[src/rtl/saw_arq_pkg.sv]
// saw_arq_pkg: shared types, codes and sizes for the stop-and-wait link controller
// used by saw_arq_core, saw_arq_fifo and the top level; no dependencies
package saw_arq_pkg;

  localparam int SeqBits   = 8;
  localparam int ResDepth  = 4;
  localparam int ResPtrW   = $clog2(ResDepth);
  localparam int ResCntW   = $clog2(ResDepth + 1);
  localparam int InWidth   = 64;
  localparam int OutWidth  = 32;
  localparam int CfgIdxW   = 3;
  localparam int CfgDataW  = 16;

  localparam logic [15:0] TxTimeoutRst   = 16'd5000;
  localparam logic [15:0] ReplyWindowRst = 16'd1000;

  typedef enum logic [1:0] {
    MODE_SEND   = 2'd0,
    MODE_TXDONE = 2'd1,
    MODE_TICK   = 2'd2,
    MODE_RX     = 2'd3
  } mode_e;

  typedef enum logic [2:0] {
    ACT_NONE    = 3'd0,
    ACT_NEW     = 3'd1,
    ACT_RESEND  = 3'd2,
    ACT_ACK     = 3'd3,
    ACT_DELIVER = 3'd4,
    ACT_GAVEUP  = 3'd5,
    ACT_BUSY    = 3'd6,
    ACT_TXFAIL  = 3'd7
  } act_e;

  typedef enum logic [CfgIdxW-1:0] {
    REG_DEVICE_ID    = 3'd0,
    REG_PROTO_VER    = 3'd1,
    REG_MAX_RETRIES  = 3'd2,
    REG_TX_TIMEOUT   = 3'd3,
    REG_REPLY_WINDOW = 3'd4,
    REG_MIN_SIZE     = 3'd5,
    REG_CMD_TYPE     = 3'd6,
    REG_ACK_CMD      = 3'd7
  } reg_idx_e;

  typedef struct packed {
    mode_e      mode;
    logic [7:0] frame_size;
    logic [7:0] frame_version;
    logic [7:0] frame_dest;
    logic [7:0] frame_src;
    logic [7:0] frame_type;
    logic [7:0] frame_command;
    logic [7:0] frame_seq;
  } item_t;

  typedef struct packed {
    act_e       action;
    logic [7:0] seq_out;
    logic [7:0] ack_dest;
    logic [7:0] ack_payload;
    logic [1:0] phase_out;
    logic       last;
  } result_t;

  // one or two results caused by one request
  typedef struct packed {
    logic    two;
    result_t first;
    result_t second;
  } res_pair_t;

  function automatic logic [7:0] seq_byte(logic [SeqBits-1:0] s);
    logic [15:0] w;
    w = 16'(s);
    return w[7:0];
  endfunction

endpackage

[src/rtl/saw_arq_core.sv]
// saw_arq_core: link phase machine, sequence and retry counters, config registers
// depends on saw_arq_pkg
module saw_arq_core import saw_arq_pkg::*; (
  input  logic                clk_i,
  input  logic                rst_ni,
  input  logic                cfg_we_i,
  input  logic [CfgIdxW-1:0]  cfg_idx_i,
  input  logic [CfgDataW-1:0] cfg_wdata_i,
  input  logic                accept_i,
  input  item_t               item_i,
  output res_pair_t           res_o
);

  typedef enum logic [1:0] {
    PH_IDLE = 2'd0,
    PH_TX   = 2'd1,
    PH_WAIT = 2'd2
  } phase_e;

  logic [7:0]  device_id_q, proto_ver_q, min_size_q, cmd_type_q, ack_cmd_q;
  logic [3:0]  max_retries_q;
  logic [15:0] tx_timeout_q, reply_window_q;

  phase_e             phase_q, phase_d;
  logic [SeqBits-1:0] next_seq_q, next_seq_d, stored_seq_q, stored_seq_d;
  logic [3:0]         retry_q, retry_d, retry_inc;
  logic               sent_ack_q, sent_ack_d;
  logic [15:0]        wait_q, wait_d;
  logic [16:0]        tick_inc;
  logic               rx_ok, is_cmd;
  res_pair_t          res;

  always_ff @(posedge clk_i or negedge rst_ni) begin
    if (!rst_ni) begin
      device_id_q    <= 8'd0;
      proto_ver_q    <= 8'd1;
      max_retries_q  <= 4'd3;
      tx_timeout_q   <= TxTimeoutRst;
      reply_window_q <= ReplyWindowRst;
      min_size_q     <= 8'd4;
      cmd_type_q     <= 8'd1;
      ack_cmd_q      <= 8'd0;
    end else if (cfg_we_i) begin
      unique case (reg_idx_e'(cfg_idx_i))
        REG_DEVICE_ID:    device_id_q    <= cfg_wdata_i[7:0];
        REG_PROTO_VER:    proto_ver_q    <= cfg_wdata_i[7:0];
        REG_MAX_RETRIES:  max_retries_q  <= cfg_wdata_i[3:0];
        REG_TX_TIMEOUT:   tx_timeout_q   <= cfg_wdata_i;
        REG_REPLY_WINDOW: reply_window_q <= cfg_wdata_i;
        REG_MIN_SIZE:     min_size_q     <= cfg_wdata_i[7:0];
        REG_CMD_TYPE:     cmd_type_q     <= cfg_wdata_i[7:0];
        REG_ACK_CMD:      ack_cmd_q      <= cfg_wdata_i[7:0];
        default:          ;
      endcase
    end
  end

  assign tick_inc  = {1'b0, wait_q} + 17'd1;
  assign retry_inc = retry_q + 4'd1;
  assign is_cmd    = (item_i.frame_type == cmd_type_q);
  assign rx_ok     = (phase_q == PH_WAIT) && (item_i.frame_size >= min_size_q) &&
                     (item_i.frame_version == proto_ver_q) &&
                     (item_i.frame_dest == device_id_q);

  always_comb begin
    phase_d      = phase_q;
    next_seq_d   = next_seq_q;
    stored_seq_d = stored_seq_q;
    retry_d      = retry_q;
    sent_ack_d   = sent_ack_q;
    wait_d       = wait_q;
    res          = '0;
    res.first.action  = ACT_NONE;
    res.second.action = ACT_NONE;

    unique case (item_i.mode)
      MODE_SEND: begin
        if (phase_q == PH_IDLE) begin
          retry_d            = 4'd0;
          stored_seq_d       = next_seq_q;
          next_seq_d         = next_seq_q + SeqBits'(1);
          sent_ack_d         = is_cmd && (item_i.frame_command == ack_cmd_q);
          phase_d            = PH_TX;
          wait_d             = 16'd0;
          res.first.action   = ACT_NEW;
          res.first.seq_out  = seq_byte(next_seq_q);
        end else begin
          res.first.action   = ACT_BUSY;
        end
      end
      MODE_TXDONE: begin
        if (phase_q == PH_TX) begin
          phase_d = sent_ack_q ? PH_IDLE : PH_WAIT;
          wait_d  = 16'd0;
        end
      end
      MODE_TICK: begin
        if (phase_q == PH_TX) begin
          if (tick_inc >= {1'b0, tx_timeout_q}) begin
            phase_d          = PH_IDLE;
            wait_d           = 16'd0;
            res.first.action = ACT_TXFAIL;
          end else begin
            wait_d = tick_inc[15:0];
          end
        end else if (phase_q == PH_WAIT) begin
          if (tick_inc >= {1'b0, reply_window_q}) begin
            retry_d = retry_inc;
            wait_d  = 16'd0;
            if (retry_inc >= max_retries_q) begin
              phase_d          = PH_IDLE;
              res.first.action = ACT_GAVEUP;
            end else begin
              phase_d           = PH_TX;
              sent_ack_d        = 1'b0;
              res.first.action  = ACT_RESEND;
              res.first.seq_out = seq_byte(stored_seq_q);
            end
          end else begin
            wait_d = tick_inc[15:0];
          end
        end
      end
      MODE_RX: begin
        if (rx_ok) begin
          res.first.action = ACT_DELIVER;
          if (is_cmd) begin
            phase_d = PH_IDLE;
            wait_d  = 16'd0;
          end
          // pure acks are not answered
          if (!(is_cmd && (item_i.frame_command == ack_cmd_q))) begin
            next_seq_d             = next_seq_q + SeqBits'(1);
            sent_ack_d             = 1'b1;
            phase_d                = PH_TX;
            wait_d                 = 16'd0;
            res.two                = 1'b1;
            res.second.action      = ACT_ACK;
            res.second.seq_out     = seq_byte(next_seq_q);
            res.second.ack_dest    = item_i.frame_src;
            res.second.ack_payload = item_i.frame_seq;
          end
        end
      end
      default: ;
    endcase

    res.first.phase_out  = phase_d;
    res.second.phase_out = phase_d;
    res.first.last       = !res.two;
    res.second.last      = 1'b1;
  end

  always_ff @(posedge clk_i or negedge rst_ni) begin
    if (!rst_ni) begin
      phase_q      <= PH_IDLE;
      next_seq_q   <= '0;
      stored_seq_q <= '0;
      retry_q      <= 4'd0;
      sent_ack_q   <= 1'b0;
      wait_q       <= 16'd0;
    end else if (accept_i) begin
      phase_q      <= phase_d;
      next_seq_q   <= next_seq_d;
      stored_seq_q <= stored_seq_d;
      retry_q      <= retry_d;
      sent_ack_q   <= sent_ack_d;
      wait_q       <= wait_d;
    end
  end

  assign res_o = res;

endmodule

[src/rtl/saw_arq_fifo.sv]
// saw_arq_fifo: small result queue, takes one or two results per push, pops one
// depends on saw_arq_pkg
module saw_arq_fifo import saw_arq_pkg::*; (
  input  logic      clk_i,
  input  logic      rst_ni,
  input  logic      push_i,
  input  res_pair_t res_i,
  output logic      room_o,
  output logic      valid_o,
  input  logic      ready_i,
  output result_t   data_o
);

  result_t            mem_q [ResDepth];
  logic [ResPtrW-1:0] wr_q, rd_q;
  logic [ResCntW-1:0] cnt_q, cnt_d;
  logic               pop;
  logic [ResCntW-1:0] n_push;

  assign pop     = valid_o && ready_i;
  assign n_push  = push_i ? (res_i.two ? ResCntW'(2) : ResCntW'(1)) : '0;
  assign cnt_d   = cnt_q + n_push - ResCntW'(pop);
  // room for a worst-case pair
  assign room_o  = (cnt_q <= ResCntW'(ResDepth - 2));
  assign valid_o = (cnt_q != '0);
  assign data_o  = mem_q[rd_q];

  always_ff @(posedge clk_i) begin
    if (push_i) begin
      mem_q[wr_q] <= res_i.first;
      if (res_i.two) begin
        mem_q[wr_q + ResPtrW'(1)] <= res_i.second;
      end
    end
  end

  always_ff @(posedge clk_i or negedge rst_ni) begin
    if (!rst_ni) begin
      wr_q  <= '0;
      rd_q  <= '0;
      cnt_q <= '0;
    end else begin
      cnt_q <= cnt_d;
      if (push_i) begin
        wr_q <= wr_q + ResPtrW'(n_push);
      end
      if (pop) begin
        rd_q <= rd_q + ResPtrW'(1);
      end
    end
  end

endmodule

[src/rtl/stop_and_wait_arq_link_fsm_unit.sv]
// stop_and_wait_arq_link_fsm_unit: top level of the stop-and-wait link controller
// depends on saw_arq_pkg, saw_arq_core, saw_arq_fifo
//
// usage
// - slave stream carries one event request per beat: send request, transmit
//   done, millisecond tick or received frame header
// - master stream returns one or two results per request; tlast marks the
//   final one (a delivered frame that needs an answer gives deliver, then ack)
// - config port: write cfg_we_i with cfg_idx_i / cfg_wdata_i while idle
// - results are registered: a request's results enter the queue on its accept edge
// - throughput: one request per cycle while each gives one result and the
//   master side is ready; a two-result request gives its results one after another
// - the phase machine updates in the accept cycle, results go to a four entry
//   queue; s_axis_tready drops while fewer than two slots are free
// - when the receiver stalls, queued results hold; from an empty queue three
//   one-result requests (or two two-result ones) are taken before the slave
//   side back-pressures
// - reset (async, active low) gives idle phase, zero counters, register
//   defaults and an empty queue
module stop_and_wait_arq_link_fsm_unit import saw_arq_pkg::*; (
  input  logic                clk_i,
  input  logic                rst_ni,
  // config write port
  input  logic                cfg_we_i,
  input  logic [CfgIdxW-1:0]  cfg_idx_i,
  input  logic [CfgDataW-1:0] cfg_wdata_i,
  // event requests
  input  logic                s_axis_tvalid,
  output logic                s_axis_tready,
  // from bit 0: mode[1:0], frame_size[9:2], frame_version[17:10],
  // frame_dest[25:18], frame_src[33:26], frame_type[41:34],
  // frame_command[49:42], frame_seq[57:50], zero pad[63:58]
  input  logic [InWidth-1:0]  s_axis_tdata,
  // results
  output logic                m_axis_tvalid,
  input  logic                m_axis_tready,
  // from bit 0: action[2:0], seq_out[10:3], ack_dest[18:11],
  // ack_payload[26:19], phase_out[28:27], zero pad[31:29]
  output logic [OutWidth-1:0] m_axis_tdata,
  output logic                m_axis_tlast
);

  item_t     item;
  res_pair_t res;
  result_t   head;
  logic      accept;
  logic      room;

  // unpack the request word
  assign item.mode          = mode_e'(s_axis_tdata[1:0]);
  assign item.frame_size    = s_axis_tdata[9:2];
  assign item.frame_version = s_axis_tdata[17:10];
  assign item.frame_dest    = s_axis_tdata[25:18];
  assign item.frame_src     = s_axis_tdata[33:26];
  assign item.frame_type    = s_axis_tdata[41:34];
  assign item.frame_command = s_axis_tdata[49:42];
  assign item.frame_seq     = s_axis_tdata[57:50];

  assign s_axis_tready = room;
  assign accept        = s_axis_tvalid && room;

  saw_arq_core u_core (
    .clk_i       (clk_i),
    .rst_ni      (rst_ni),
    .cfg_we_i    (cfg_we_i),
    .cfg_idx_i   (cfg_idx_i),
    .cfg_wdata_i (cfg_wdata_i),
    .accept_i    (accept),
    .item_i      (item),
    .res_o       (res)
  );

  saw_arq_fifo u_fifo (
    .clk_i   (clk_i),
    .rst_ni  (rst_ni),
    .push_i  (accept),
    .res_i   (res),
    .room_o  (room),
    .valid_o (m_axis_tvalid),
    .ready_i (m_axis_tready),
    .data_o  (head)
  );

  // pack the result word
  assign m_axis_tdata = {3'b000, head.phase_out, head.ack_payload, head.ack_dest,
                         head.seq_out, head.action};
  assign m_axis_tlast = head.last;

endmodule

[config.mk]
export PLATFORM = sky130hd
export DESIGN_NAME = stop_and_wait_arq_link_fsm_unit
export DESIGN_NICKNAME = d
export VERILOG_FILES = /design/src/rtl/saw_arq_pkg.sv /design/src/rtl/saw_arq_core.sv /design/src/rtl/saw_arq_fifo.sv /design/src/rtl/stop_and_wait_arq_link_fsm_unit.sv
export SDC_FILE = /design/constraint.sdc
export NUM_CORES = 1
export LEC_CHECK = 0
export BUFFER_PORTS_ARGS = -buffer_cell sky130_fd_sc_hd__buf_2
export CAP_MARGIN = 20
export CORE_MARGIN = 5
export CORE_UTILIZATION = 45
export DETAILED_ROUTE_END_ITERATION = 10
export PLACE_DENSITY_LB_ADDON = 0.12
export SYNTH_ARGS = -nofsm -noshare
export SYNTH_HDL_FRONTEND = slang
export SYNTH_SLANG_ARGS = --single-unit
[constraint.sdc]
create_clock -name clk_i -period 7.2 [get_ports clk_i]
set_input_delay 1.08 -clock clk_i [delete_from_list [all_inputs] [get_ports clk_i]]
set_output_delay 1.08 -clock clk_i [all_outputs]
set_load 0.01 [all_outputs]
# ---- Word-level counts from Yosys, hierarchy flattened
# Memories as Yosys holds them, arrays and structs flattened.
# Cells that the tools add are included.
dict set report word_totals {
  regBits 122
  latchBits 0
  mem_bits_rw 120
  mem_bits_ro 0
  out_inout_bits 35
  mem_count 1
}
dict set report op_classes {
  add_sub_neg 8
  mul 0
  div 0
  order_cmp 5
  eq_ne 26
  n_shift 0
  muxes 63
  n_bitwise 0
  reduce_logical 27
}
# name words word_bits read_ports rd_ports_with_merged_regs wr line_no
set mem_list {}
lappend mem_list {u_fifo.mem_q 4 30 1 0 2 saw_arq_fifo.sv:14} ;# result_t mem_q [ResDepth];
# cell count
set ops {}
lappend ops {{$mux W16} 9}
lappend ops {{$pmux W16 S4} 1}
lappend ops {{$mux W27} 2}
lappend ops {{$mux W8} 6}
lappend ops {{$ge A17 B16 Y1} 2}
lappend ops {{$eq A8 B8 Y1} 4}
lappend ops {{$pmux W8 S2} 2}
lappend ops {{$mux W26} 1}
lappend ops {{$mux W11} 2}
lappend ops {{$mux W2} 11}
lappend ops {{$mux W4} 5}
lappend ops {{$add A16 B1 Y17 const B} 1}
lappend ops {{$reduce_and A2 Y1} 8}
lappend ops {{$mux W1} 15}
lappend ops {{$mux W3} 5}
lappend ops {{$eq A3 B3 Y1 const B} 4}
lappend ops {{$reduce_and A6 Y1} 2}
lappend ops {{$ne A2 B1 Y1 const B} 5}
lappend ops {{$pmux W3 S3} 1}
lappend ops {{$reduce_and A9 Y1} 1}
lappend ops {{$add A8 B1 Y8 const B} 1}
lappend ops {{$ge A8 B8 Y1} 1}
lappend ops {{$pmux W2 S4} 1}
lappend ops {{$pmux W4 S2} 1}
lappend ops {{other kinds (23)} 38}

# ---- Logic depth before layout (Yosys ltp)
# Gate-level depths: netlist (run 1).
dict set report depth {
  depth_word 10
  ltp_mapped 15
  depth_no_buf 14
}

# ---- Modules after synthesis
# From an unflattened synthesis (run 1), not the netlist that was laid out.
dict set report unflattened {
  cells_unflattened 1038
  area_unflattened_um2 13299.0
}
# module n_inst cells_per_inst area_each_um2 seq_area_each_um2
set modules_own_cells {}
lappend modules_own_cells {saw_arq_core 1 695 7040.5 2897.8}
lappend modules_own_cells {saw_arq_fifo 1 338 6226.0 3778.6}
lappend modules_own_cells {stop_and_wait_arq_link_fsm_unit 1 5 32.5 0.0}

# ---- Least setup slack after synthesis (run 1)
# Ideal clock, no wire load.
dict set report synth_path {
  path_kind {input -> register}
  startpoint {in s_axis_tdata[6]}
  endpoint {mem u_fifo.mem_q[3][10] (netlist name), enable pin}
  setup_time_ns 0.383
  arrival_time_ns 3.412
  required_ns 6.817
  setup_slack_ns 3.405
  cell_stages 9
  n_path_buf 0
  path_cell_list {ha_1 o211a_1 a211oi_1 o31a_1 nor4_1 nand2_1 nor2_1 a31oi_1 inv_1}
}
# item line_no
set synth_rtl {}
lappend synth_rtl {{from (decl)} stop_and_wait_arq_link_fsm_unit.sv:33} ;# input logic [InWidth-1:0] s_axis_tdata,
lappend synth_rtl {{to (decl)} saw_arq_fifo.sv:14}

# ---- Worst setup path in the final report (run 1)
dict set report layout_path {
  startpoint {reg u_core.wait_q[0]}
  endpoint {reg u_core.wait_q[2]}
}
dict set report layout_via {
  elab_chain_cells 6
  word_cells_on_any_way 8
  cone_classes {1 x add/sub; 2 x order compare; 5 x mux}
}
# item line_no
set layout_lines {}
lappend layout_lines {{from (decl)} saw_arq_core.sv:28} ;# logic [15:0] wait_q, wait_d;
lappend layout_lines {{from (signal assigned)} saw_arq_core.sv:168} ;# wait_q <= wait_d;
lappend layout_lines {{$add A16 B1 Y17 *} saw_arq_core.sv:58} ;# assign tick_inc = {1'b0, wait_q} + 17'd1;
lappend layout_lines {{$ge A17 B16 Y1} saw_arq_core.sv:107} ;# if (tick_inc >= {1'b0, reply_window_q}) begin
lappend layout_lines {{$mux W16} saw_arq_core.sv:107}
lappend layout_lines {{$mux W16} saw_arq_core.sv:106} ;# end else if (phase_q == PH_WAIT) begin
lappend layout_lines {{$mux W16 *} saw_arq_core.sv:98} ;# if (phase_q == PH_TX) begin
lappend layout_lines {{$pmux W16 S4 *} saw_arq_core.sv:76} ;# unique case (item_i.mode)
# Mark *: on every way between the ends. The rest lies on a longest branch, timed or not. The select of a mux whose other input is x is not followed.
# A chain may end at the register's enable or synchronous reset.

==> results of run 1 <==
-- per-stage QoR --
stage	power, mW	std cells	hold slack, ns	area [um2]
detailed placement	2.838	1401	0.4429	13090
global placement	2.813	1401	0.4294	13090
CTS	4.233	1453	0.4511	14020
global route	4.417	1455	0.4755	14030
finish	4.164	1455	0.4566	14030
floorplan	2.502	974	0.4223	12150
-- critical path: cells and delay by family, from the launching register on --
family / cells / cell delay, ns
fa+ha+maj: 2 / 0.61
flops: 1 / 0.49
simple gates: 7 / 1.92
compound gates: 3 / 1.28
xor+xnor: 1 / 0.31
-- registers in the layout, indices dropped and copies added (netlist names) --
| name | cells |
|---|---|
| u_core.ack_cmd_q | 8 |
| u_core.cmd_type_q | 8 |
| u_core.device_id_q | 8 |
| u_core.max_retries_q | 4 |
| u_core.min_size_q | 8 |
| u_core.next_seq_q | 8 |
| u_core.phase_q | 2 |
| u_core.proto_ver_q | 8 |
| u_core.reply_window_q | 16 |
| u_core.retry_q | 4 |
| u_core.sent_ack_q | 1 |
| u_core.stored_seq_q | 8 |
| u_core.tx_timeout_q | 16 |
| u_core.wait_q | 16 |
| u_fifo.cnt_q | 3 |
| u_fifo.mem_q | 120 |
| u_fifo.rd_q | 2 |
| u_fifo.wr_q | 2 |
-- cells in the final DEF, fill, tap and decap left out, drive strengths merged, types with 5 or more instances in the layout --
master  instances
edfxtp        112
and2           53
xor2           21
dfstp          16
nor2b           5
a22o           45
dfxtp           8
clkinv          9
o22ai          15
and4            8
inv            61
nand2b          6
and3           21
clkbuf         43
nand3          14
mux2           67
nor3           12
nand4          14
o21ai          32
nor4            6
a21oi          25
buf           129
nor2           46
dfrtp         106
ha             51
xnor2          39
mux4           30
nand2          58
-- where the power goes --
part | total (mW) | leakage [nW] | internal, mW | switching (mW)
registers | 1.81 | 2.66 | 1.67 | 0.138
logic | 0.975 | 2.87 | 0.471 | 0.504
clock network | 1.38 | 0.465 | 0.822 | 0.554
-- layout make-up --
cell class              count  area [um2]
repair buffers            129       695.7
well taps                 341       426.7
fillers                  2385       12690
diodes                      1       2.502
flip-flops and latches    242        6598
multi-input cells         629        5154
clock buffers              43       858.3
inverters                  61       229.0
clock inverters             9       70.07
-- worst paths after layout --
| check | startpoint | slack [ns] | endpoint | depth (start not counted) |
|---|---|---|---|---|
| hold reg to reg | u_fifo.mem_q[3][0]$_SDFFE_PP1P_ | 0.46 | u_fifo.mem_q[3][0]$_SDFFE_PP1P_ | 2 |
| setup reg to reg | u_core.wait_q[0]$_DFFE_PN0P_ | 2.52 | u_core.wait_q[2]$_DFFE_PN0P_ | 13 |
| max in group asynchronous | rst_ni | 5.26 | u_core.tx_timeout_q[6]$_DFFE_PN0P_ | 2 |
| min in group asynchronous | rst_ni | 0.64 | u_core.stored_seq_q[3]$_DFFE_PN0P_ | 1 |
| setup / recovery | u_core.wait_q[0]$_DFFE_PN0P_ | 2.52 | u_core.wait_q[2]$_DFFE_PN0P_ | 13 |
| hold / removal | u_fifo.mem_q[3][0]$_SDFFE_PP1P_ | 0.46 | u_fifo.mem_q[3][0]$_SDFFE_PP1P_ | 2 |
-- logic make-up (layout without fill, tap and decap cells) --
logic type,after synthesis,in the layout
other cells,1,4
buf+inv,103,242
mux,100,100
xor+xnor,60,60
fa+ha+maj,52,52
flops,242,242
simple gates,258,258
compound gates,156,156
-- layer usage --
| layer | global-route usage | vias up | share of wire |
|---|---|---|---|
| li1 | - | 3812 | - |
| met1 | 0.2376 | 3713 | 0.45 |
| met2 | 0.2937 | 161 | 0.48 |
| met3 | 0.03001 | 40 | 0.044 |
| met4 | 0.03761 | 2 | 0.020 |
| met5 | 0 | - | 0.00027 |
==> summary.txt, run 1 <==
CTS
  – H-tree level count: 1
  – Post_cts resized: 0
  – Worst-path clk slew: 0.06 ns
  – Clk_lat worst skew: 0.56 ns
  – CTS tree: built
  – Num CTS Buffers: 28
  – Clock Tree Buf Depth: 3
  – Clock sink count: 242
  – Hold_buf cts: 0
  – CTS root buf: clkbuf_16
  – Post-CTS setup buffer count: 0

Yosys
  – Post-synthesis mux area share: 0.1202
  – Synthesized flop and latch total: 242
  – Cell variety after synth: 66
  – Post-Synthesis Cells: 972
  – Synth area leader: edfxtp_1
  – Top-count cell post-synth: edfxtp_1
  – Main combinational cell family by area after synthesis: multiplexers
  – Synth Area in Compound Gates: 0.09119
  – Post-synth top cells: 112 x edfxtp_1, 106 x dfrtp_1, 67 x mux2_2, 61 x inv_1, 58 x nand2_1
  – Synth Area in XOR/XNOR: 0.04328
  – Number of synthesized flops with an enable pin: 112
  – Syn_area_per_cell: 12.49 um2
  – Synth top area share: 0.2770
  – Post-synth top flop: edfxtp_1
  – Mapped Area: 0.01214 mm2
  – Top post-synthesis cells by area: edfxtp_1 28%, dfrtp_1 22%, mux2_2 6.2%
  – Post-Synth Adder-Cell Area: 0.05420
  – Register area share after synthesis: 0.5432
  – Yosys warns: 0
  – Post-Synth Simple-Gate Area: 0.1142
  – Post-synth ARST share: 0.5041

Timing
  – Fmax: 0.2137 GHz
  – Final Max Tran Viols: 0
  – Skew final: 0.02393 ns
  – Final setup TNS: 0 ns
  – RSZ-0062 raised after global routing: no
  – Final min period: 4.679 ns
  – PnR worst setup slack: 2.521 ns
  – Final setup fails: 0
  – Rel. slew slack: 0.3313
  – Hold Vio Cnt, Final: 0
  – Tcrit/Tclk final: 0.6499
  – Worst-Margin Slew: 1.001 ns

Drt
  – Final WL: 25990 um
  – Number of remaining DRC errors: 0
  – Vias: 7728
  – Routed wire length per instance: 17.86 um
  – Detailed Routing Iterations Pass 1: 5
  – DR vias/cell: 5.311
  – Post-DRT Antenna Nets: 0
  – Iteration-0 DRC count of the detailed router: 351

Global route
  – Largest net degree at the start of global routing: 70
  – Initial antenna violation count: 2
  – First-pass GRT wire length: 43390 um
  – Vias in the first global route: 8142
  – Gr ovfl total: 0
  – Total GRT Usage: 0.1740

Power
  – Lkg Pwr: 5.988 nW
  – Peak VDD IR: 0.1653 mV
  – Pwr Density: 296.7 mW/mm2

Worst setup path
  – Worst path slowest cell: a2111oi_1
  – Crit path kind: flip-flop to flip-flop
  – Critical Path RT: 7.68 ns
  – Crit. End Element: flip-flop
  – Critical path cell sequence: ha_1 -> and2_0 -> and4_1 -> nand3_1 -> xnor2_1 -> ha_1 -> and4_1 -> nor2b_1 -> a2111oi_1 -> and3b_1 -> o211ai_1 -> nor2_2 -> a22o_1
  – CP peak stage delay: 0.86 ns
  – CP Max Fanout: 13
  – CP startpoint kind: flip-flop
  – Critical Path AT: 5.16 ns

Floorplanning
  – CORE AREA: 0.02673 mm2
  – DIE WIDTH: 174.3 um
  – Core Rows: 60
  – Starting Density: 0.4544
  – # IOs: 123
  – Die ar.: 0.03037 mm2
  – Die Ht: 174.3 um

Cells and area
  – Share of cells above drive strength 1: 0.2731
  – Final Util: 0.5251
  – Area growth from synthesis to layout: 15.57%
  – # nets final: 1231

Job
  – MaxCap Viol Count: 0

Outcome
  – Status: finished clean

Placement
  – Hpwl dp: 18300 um
  – Pre-CTS setup slack: 2.448 ns
  – PortBufs: 113
  – Final GP Congestion: 0.7934

Hold path
  – Worst hold path type: flip-flop to flip-flop
Note: power is estimated with default switching activity, not from simulation.
==> run 2, diff against run 1 <==
==> constraint.sdc (replaced) <==
create_clock -name clk_i -period 3.9 [get_ports clk_i]
set_input_delay 0.585 -clock clk_i [delete_from_list [all_inputs] [get_ports clk_i]]
set_output_delay 0.585 -clock clk_i [all_outputs]
set_load 0.01 [all_outputs]
==> run 2 against run 1 <==
  * Sequential share of layout area down 0.80 points
  * Critical endpoint is now u_fifo.mem_q[2][1]$_DFFE_PP_
  * Non-clock buffer count up 37
  * Clock skew down 0.012 ns
  * Routed wire length up 2.8%
  * Largest cell class unchanged
  * Global-route usage up 0.43 points
==> summary.txt, run 2 (same netlist as run 1, synthesis figures left out) <==
Outcome
  – Status: finished clean

Global route
  – First-pass GRT wire length: 44080 um (+1.6%)
  – Vias in the first global route: 8279 (+1.7%)
  – Largest net degree at the start of global routing: 61 (-13%)
  – Gr ovfl total: 0 (unchanged)
  – Total GRT Usage: 0.1782 (+0.004252)
  – Initial antenna violation count: 2 (unchanged)

Worst setup path
  – Crit path kind: flip-flop to flip-flop
  – Critical Path AT: 3.92 ns (-1.24 ns)
  – Critical Path RT: 4.17 ns (-3.51 ns)
  – CP startpoint kind: flip-flop
  – CP Max Fanout: 5 (-8)
  – Crit. End Element: flip-flop

Timing
  – Final setup TNS: 0 ns (unchanged)
  – Rel. slew slack: 0.3473 (+0.01596)
  – Tcrit/Tclk final: 0.9354 (+0.2855)
  – Hold Vio Cnt, Final: 0 (unchanged)
  – Skew final: 0.01178 ns (-0.01215 ns)
  – Final min period: 3.648 ns (-1.031 ns)
  – Worst-Margin Slew: 0.9740 ns (-0.02657 ns)
  – Final setup fails: 0 (unchanged)
  – RSZ-0062 raised after global routing: no
  – Final Max Tran Viols: 0 (unchanged)
  – Fmax: 0.2741 GHz (+28%)

CTS
  – CTS tree: built
  – Clock sink count: 242 (unchanged)
  – H-tree level count: 1 (unchanged)
  – Clock Tree Buf Depth: 3 (unchanged)
  – Clk_lat worst skew: 0.53 ns (-0.03 ns)
  – Hold_buf cts: 0 (unchanged)
  – Worst-path clk slew: 0.06 ns (about the same)
  – Num CTS Buffers: 26 (-7.1%)
  – CTS root buf: clkbuf_16

Drt
  – Met1 wire length: 11470 um (-2.1%)
  – DR vias/cell: 5.360 (+0.91%)
  – DR top layer: met5
  – DR WL met3: 1234 um (+6.7%)
  – Met2 routed WL: 13550 um (+7.6%)
  – Post-DRT Antenna Nets: 0 (unchanged)
  – Routed wire length per instance: 17.98 um (+0.63%)
  – Iteration-0 DRC count of the detailed router: 439 (+25%)
  – Number of remaining DRC errors: 0 (unchanged)
  – Final WL: 26730 um (+2.8%)
  – Detailed Routing Iterations Pass 1: 6 (+1)
  – Vias: 7970 (+3.1%)

Power
  – Peak VDD IR: 0.3501 mV (+110%)
  – Pwr Density: 531.7 mW/mm2 (+79%)
  – Lkg Pwr: 6.154 nW (+2.8%)

Cells and area
  – Share of cells above drive strength 1: 0.2978 (+0.02468)
  – # nets final: 1266 (+2.8%)
  – Max reg flops: 120 (unchanged)
  – Most frequent cells in the layout: 112 x buf_2, 112 x edfxtp_1, 104 x dfrtp_1, 67 x mux2_2, 61 x inv_1
  – Most flops, register: u_fifo.mem_q
  – Area growth from synthesis to layout: 17.60%
  – Final Util: 0.5343 (+0.009222)

Floorplanning
  – CORE AREA: 0.02673 mm2 (unchanged)
  – Core Rows: 60 (unchanged)
  – DIE WIDTH: 174.3 um (unchanged)
  – Die Ht: 174.3 um (unchanged)
  – Die ar.: 0.03037 mm2 (unchanged)
  – # IOs: 123 (unchanged)
  – Starting Density: 0.4544 (unchanged)

Job
  – MaxCap Viol Count: 0 (unchanged)

Placement
  – PortBufs: 113 (unchanged)
  – Hpwl dp: 18860 um (+3.0%)
  – Final GP Congestion: 0.8209 (+3.5%)

Hold path
  – Worst hold path type: input port to async pin
## run 2: critical path: stages, from the launching register on
cell	delay, ns
dfrtp_1	0.40
and3_1	0.19
nand3_1	0.18
inv_1	0.12
and3_1	0.18
xor2_1	0.25
ha_1	0.29
and4_1	0.21
a31o_2	0.20
a211oi_1	0.23
o211ai_1	0.28
buf_4	0.22
o21ai_0	0.13
a21oi_1	0.11
o211ai_1	0.19
buf_4	0.17
nor2_1	0.05
## run 2: area by class of cell
type | count | area, um2
Inverter | 61 | 229.0
Clock buffer | 41 | 767.0
Tap cell | 341 | 426.7
Fill cell | 2363 | 12450
Antenna cell | 1 | 2.502
Timing Repair Buffer | 166 | 988.4
Clock inverter | 6 | 66.31
Sequential cell | 242 | 6599
Multi-Input combinational cell | 629 | 5201
## run 2: timing repair
item | in CTS | in global routing
setup endpoints to repair | 0 | 64
buffers inserted | 0 | 2
gates resized for setup | 0 | 9
## run 2: power by group
group	total, mW	switching (mW)	internal (mW)
Combinational	1.85	0.939	0.907
Sequential	3.35	0.264	3.09
Clock	2.39	0.981	1.41
Total	7.59	2.18	5.41
## run 2: through the flow
step                std cells  power [mW]  worst slack (ns)  cell area, um2  hold WS [ns]
finish                   1487       7.593            0.2518           14280        0.1471
global route             1487       8.052           0.02061           14280        0.2057
CTS                      1483       7.703          0.002807           14210        0.1691
detailed placement       1436       5.283           0.03619           13380        0.4417
global placement         1436       5.243           0.05415           13380        0.4334
floorplan                 974       4.619            0.3665           12150        0.2894
## run 2: path summary, 6_finish.rpt
kind                                                      start                                    end  slack (ns)  cells past startpoint
worst max-delay path               u_core.wait_q[3]$_DFFE_PN0P_           u_fifo.mem_q[2][1]$_DFFE_PP_        0.25                     16
worst min-delay path                                     rst_ni     u_core.stored_seq_q[3]$_DFFE_PN0P_        0.15                      1
worst max register to register     u_core.wait_q[3]$_DFFE_PN0P_           u_fifo.mem_q[2][1]$_DFFE_PP_        0.25                     16
worst min register to register  u_fifo.mem_q[3][0]$_SDFFE_PP1P_        u_fifo.mem_q[3][0]$_SDFFE_PP1P_        0.45                      2
max in group asynchronous                                rst_ni   u_core.reply_window_q[6]$_DFFE_PN1P_        2.88                      2
min in group clk_i                              cfg_wdata_i[11]  u_core.reply_window_q[11]$_DFFE_PN0P_        0.27                      3
## run 2: routing by layer
layer / vias up / global-route usage
met5: - / 0
met4: 2 / 0.03530
met3: 36 / 0.03241
met2: 174 / 0.3128
met1: 3876 / 0.2332
li1: 3882 / -
==> run 3, diff against run 2 <==
--- a/config.mk
+++ b/config.mk
@@ -7,8 +7,9 @@
 export LEC_CHECK = 0
 export BUFFER_PORTS_ARGS = -buffer_cell sky130_fd_sc_hd__buf_2
 export CAP_MARGIN = 20
+export CORE_ASPECT_RATIO = 1.1
 export CORE_MARGIN = 5
-export CORE_UTILIZATION = 45
+export CORE_UTILIZATION = 36
 export DETAILED_ROUTE_END_ITERATION = 10
 export PLACE_DENSITY_LB_ADDON = 0.12
 export SYNTH_ARGS = -nofsm -noshare
==> run 3 against run 2 <==
  * Clock power rose by 4%
  * Utilization fell by 9.8 points
  * Fmax rose by 0.11%
  * Register-to-register slack barely moved
  * Critical path depth fell by 1
  * Power rose by 1.7%
  * Hold slack got worse by 0.022 ns
  * Largest cell class unchanged
==> summary.txt, run 3 (same netlist as run 1, synthesis figures left out) <==
CTS
  – Hold_buf cts: 0 (unchanged)
  – Clock sink count: 242 (unchanged)
  – CTS root buf: clkbuf_16
  – Clk_lat worst skew: 0.54 ns (about the same)
  – CTS tree: built
  – Worst-path clk slew: 0.06 ns (about the same)
  – H-tree level count: 1 (unchanged)
  – Clock Tree Buf Depth: 3 (unchanged)
  – Num CTS Buffers: 27 (+3.8%)

Power
  – Sequential share of power: 0.438 (-0.004)
  – Internal: 5.487 mW (+1.5%)
  – Switching power total: 2.232 mW (+2.2%)
  – Peak VDD IR: 0.3134 mV (-10%)
  – Combinational share of power: 0.241 (-0.002)
  – Pwr Density: 531.7 mW/mm2 (about the same)
  – Clock power frac: 0.321 (+0.006)
  – Sw frac: 0.2892 (+0.001523)
  – Tot Pwr: 7.720 mW (+1.7%)
  – Lkg Pwr: 6.190 nW (+0.59%)

Global route
  – Gr ovfl total: 0 (unchanged)
  – Initial antenna violation count: 2 (unchanged)
  – First-pass GRT wire length: 46170 um (+4.8%)
  – Largest net degree at the start of global routing: 57 (-6.6%)
  – Vias in the first global route: 8345 (+0.80%)
  – Total GRT Usage: 0.1533 (-0.02489)

Placement
  – Final GP Congestion: 0.7817 (-4.8%)
  – Pre-CTS setup slack: 0.1325 ns (+0.09631 ns)
  – PortBufs: 113 (unchanged)
  – Hpwl dp: 19680 um (+4.4%)

Drt
  – Iteration-0 DRC count of the detailed router: 288 (-34%)
  – Routed wire length per instance: 18.22 um (+1.4%)
  – Detailed Routing Iterations Pass 1: 6 (unchanged)
  – Vias: 7941 (-0.36%)
  – Final WL: 28830 um (+7.8%)
  – Post-DRT Antenna Nets: 0 (unchanged)
  – DR vias/cell: 5.020 (-6.3%)
  – Number of remaining DRC errors: 0 (unchanged)

Worst setup path
  – Critical Path RT: 4.32 ns (+0.15 ns)
  – Crit path kind: flip-flop to flip-flop
  – CP Max Fanout: 4 (-1)
  – CP startpoint kind: flip-flop
  – Critical Path AT: 4.07 ns (+0.15 ns)
  – Crit. End Element: flip-flop

Timing
  – Tcrit/Tclk final: 0.9344 (-0.001043)
  – Hold slack: 0.1255 ns (-0.02159 ns)
  – Final setup TNS: 0 ns (unchanged)
  – Final min period: 3.644 ns (-0.004069 ns)
  – Final setup fails: 0 (unchanged)
  – Worst-Margin Slew: 0.8522 ns (-0.1217 ns)
  – PnR worst setup slack: 0.2559 ns (+0.004069 ns)
  – RSZ-0062 raised after global routing: no
  – Rel. slew slack: 0.4318 (+0.08450)
  – Final Max Tran Viols: 0 (unchanged)
  – Fmax: 0.2744 GHz (+0.11%)
  – Hold Vio Cnt, Final: 0 (unchanged)
  – Skew final: 0.01822 ns (+0.006440 ns)

Cells and area
  – Most flops, register: u_fifo.mem_q
  – Fill count: 3168 (+34%)
  – Area growth from synthesis to layout: 19.57%
  – Most frequent cells in the layout: 112 x buf_2, 112 x edfxtp_1, 104 x dfrtp_1, 67 x mux2_2, 61 x inv_1
  – Max reg flops: 120 (unchanged)
  – # nets final: 1268 (+0.16%)
  – Share of cells above drive strength 1: 0.2988 (+0.0009639)

Floorplanning
  – Starting Density: 0.3648 (-0.08950)
  – DIE WIDTH: 185.1 um (+6.2%)
  – Core Rows: 70 (+17%)
  – Die ar.: 0.03751 mm2 (+24%)
  – # IOs: 123 (unchanged)
  – Die Ht: 202.6 um (+16%)
  – CORE AREA: 0.03328 mm2 (+25%)

Job
  – MaxCap Viol Count: 0 (unchanged)

Hold path
  – Worst hold path type: input port to async pin

Outcome
  – Status: finished clean
==> run 3: changes by cell type in the layout (fill, tap and decap cells not counted), moves of 2 or more <==
cell	previous run	this run
clkbuf_1	9	7
nor2_1	39	41
nor2_2	7	5
buf_4	51	45
clkbuf_8	6	10
buf_12	2	10
==> run 3: final cells by class <==
class | instances | area [um2] | share of cell area
Antenna cell | 2 | 5.005 | 0.0003447
Clock buffer | 45 | 847.1 | 0.05834
Clock inverter | 4 | 23.77 | 0.001637
Inverter | 61 | 229.0 | 0.01577
Multi-Input combinational cell | 629 | 5176 | 0.3565
Sequential cell | 242 | 6599 | 0.4545
Tap cell | 432 | 540.5 | 0.03723
Timing Repair Buffer | 167 | 1099 | 0.07566
==> run 3: stage by stage <==
step | cells | instance area (um2) | utilization
finish | 1582 | 14520 | 0.4362
global route | 1580 | 14510 | 0.4361
CTS | 1578 | 14480 | 0.4349
detailed placement | 1529 | 13600 | 0.4088
global placement | 1529 | 13600 | 0.4088
floorplan | 974 | 12150 | -
==> run 3: layer usage <==
metal	up-vias	wire length [um]	global-route usage
met5	-	13	0
met4	2	452	0.03041
met3	36	1411	0.02867
met2	153	14220	0.2668
met1	3854	12720	0.2006
li1	3896	-	-
==> run 3: worst max-delay path, cell delays in order, from the launching register on <==
cell and delay, ns:
dfrtp_1 0.40, and3_1 0.19, and2_0 0.16, and4_1 0.26, nand3_1 0.14, xnor2_2 0.17
buf_4 0.14, ha_1 0.28, and4_1 0.22, nor2b_2 0.18, a2111oi_2 0.29, buf_4 0.20
and3b_1 0.15, o211ai_1 0.18, or2_1 0.33, o31ai_1 0.23
==> run 3: path summary, 6_finish.rpt <==
kind                                                          to                       startpoint  cells past startpoint  slack [ns]
min reg2reg                      u_fifo.mem_q[3][0]$_SDFFE_PP1P_  u_fifo.mem_q[3][0]$_SDFFE_PP1P_                      2        0.46
min in group clk_i          u_core.reply_window_q[9]$_DFFE_PN1P_                   cfg_wdata_i[9]                      3        0.28
max in group asynchronous       u_core.cmd_type_q[0]$_DFFE_PN1P_                           rst_ni                      2        2.97
max                                 u_core.wait_q[5]$_DFFE_PN0P_     u_core.wait_q[3]$_DFFE_PN0P_                     15        0.26
max reg2reg                         u_core.wait_q[5]$_DFFE_PN0P_     u_core.wait_q[3]$_DFFE_PN0P_                     15        0.26
min                        u_core.reply_window_q[11]$_DFFE_PN0P_                           rst_ni                      1        0.13
==> run 3: repair_timing <==
action | in CTS | in global routing
setup endpoints to repair | 0 | 21
resized for setup | 0 | 5
endpoints found under the hold margin | 0 | 0
setup buffers | 0 | 2
==> run 3: power groups by stage <==
stage	Combinational, mW	Sequential, mW	Clock (mW)
3_5_place_dp	1.91	3.44	0
5_1_grt	2.09	3.44	2.66
4_1_cts	1.91	3.40	2.56
6_report	1.86	3.38	2.48
2_1_floorplan	1.35	3.27	0
3_3_place_gp	1.89	3.43	0
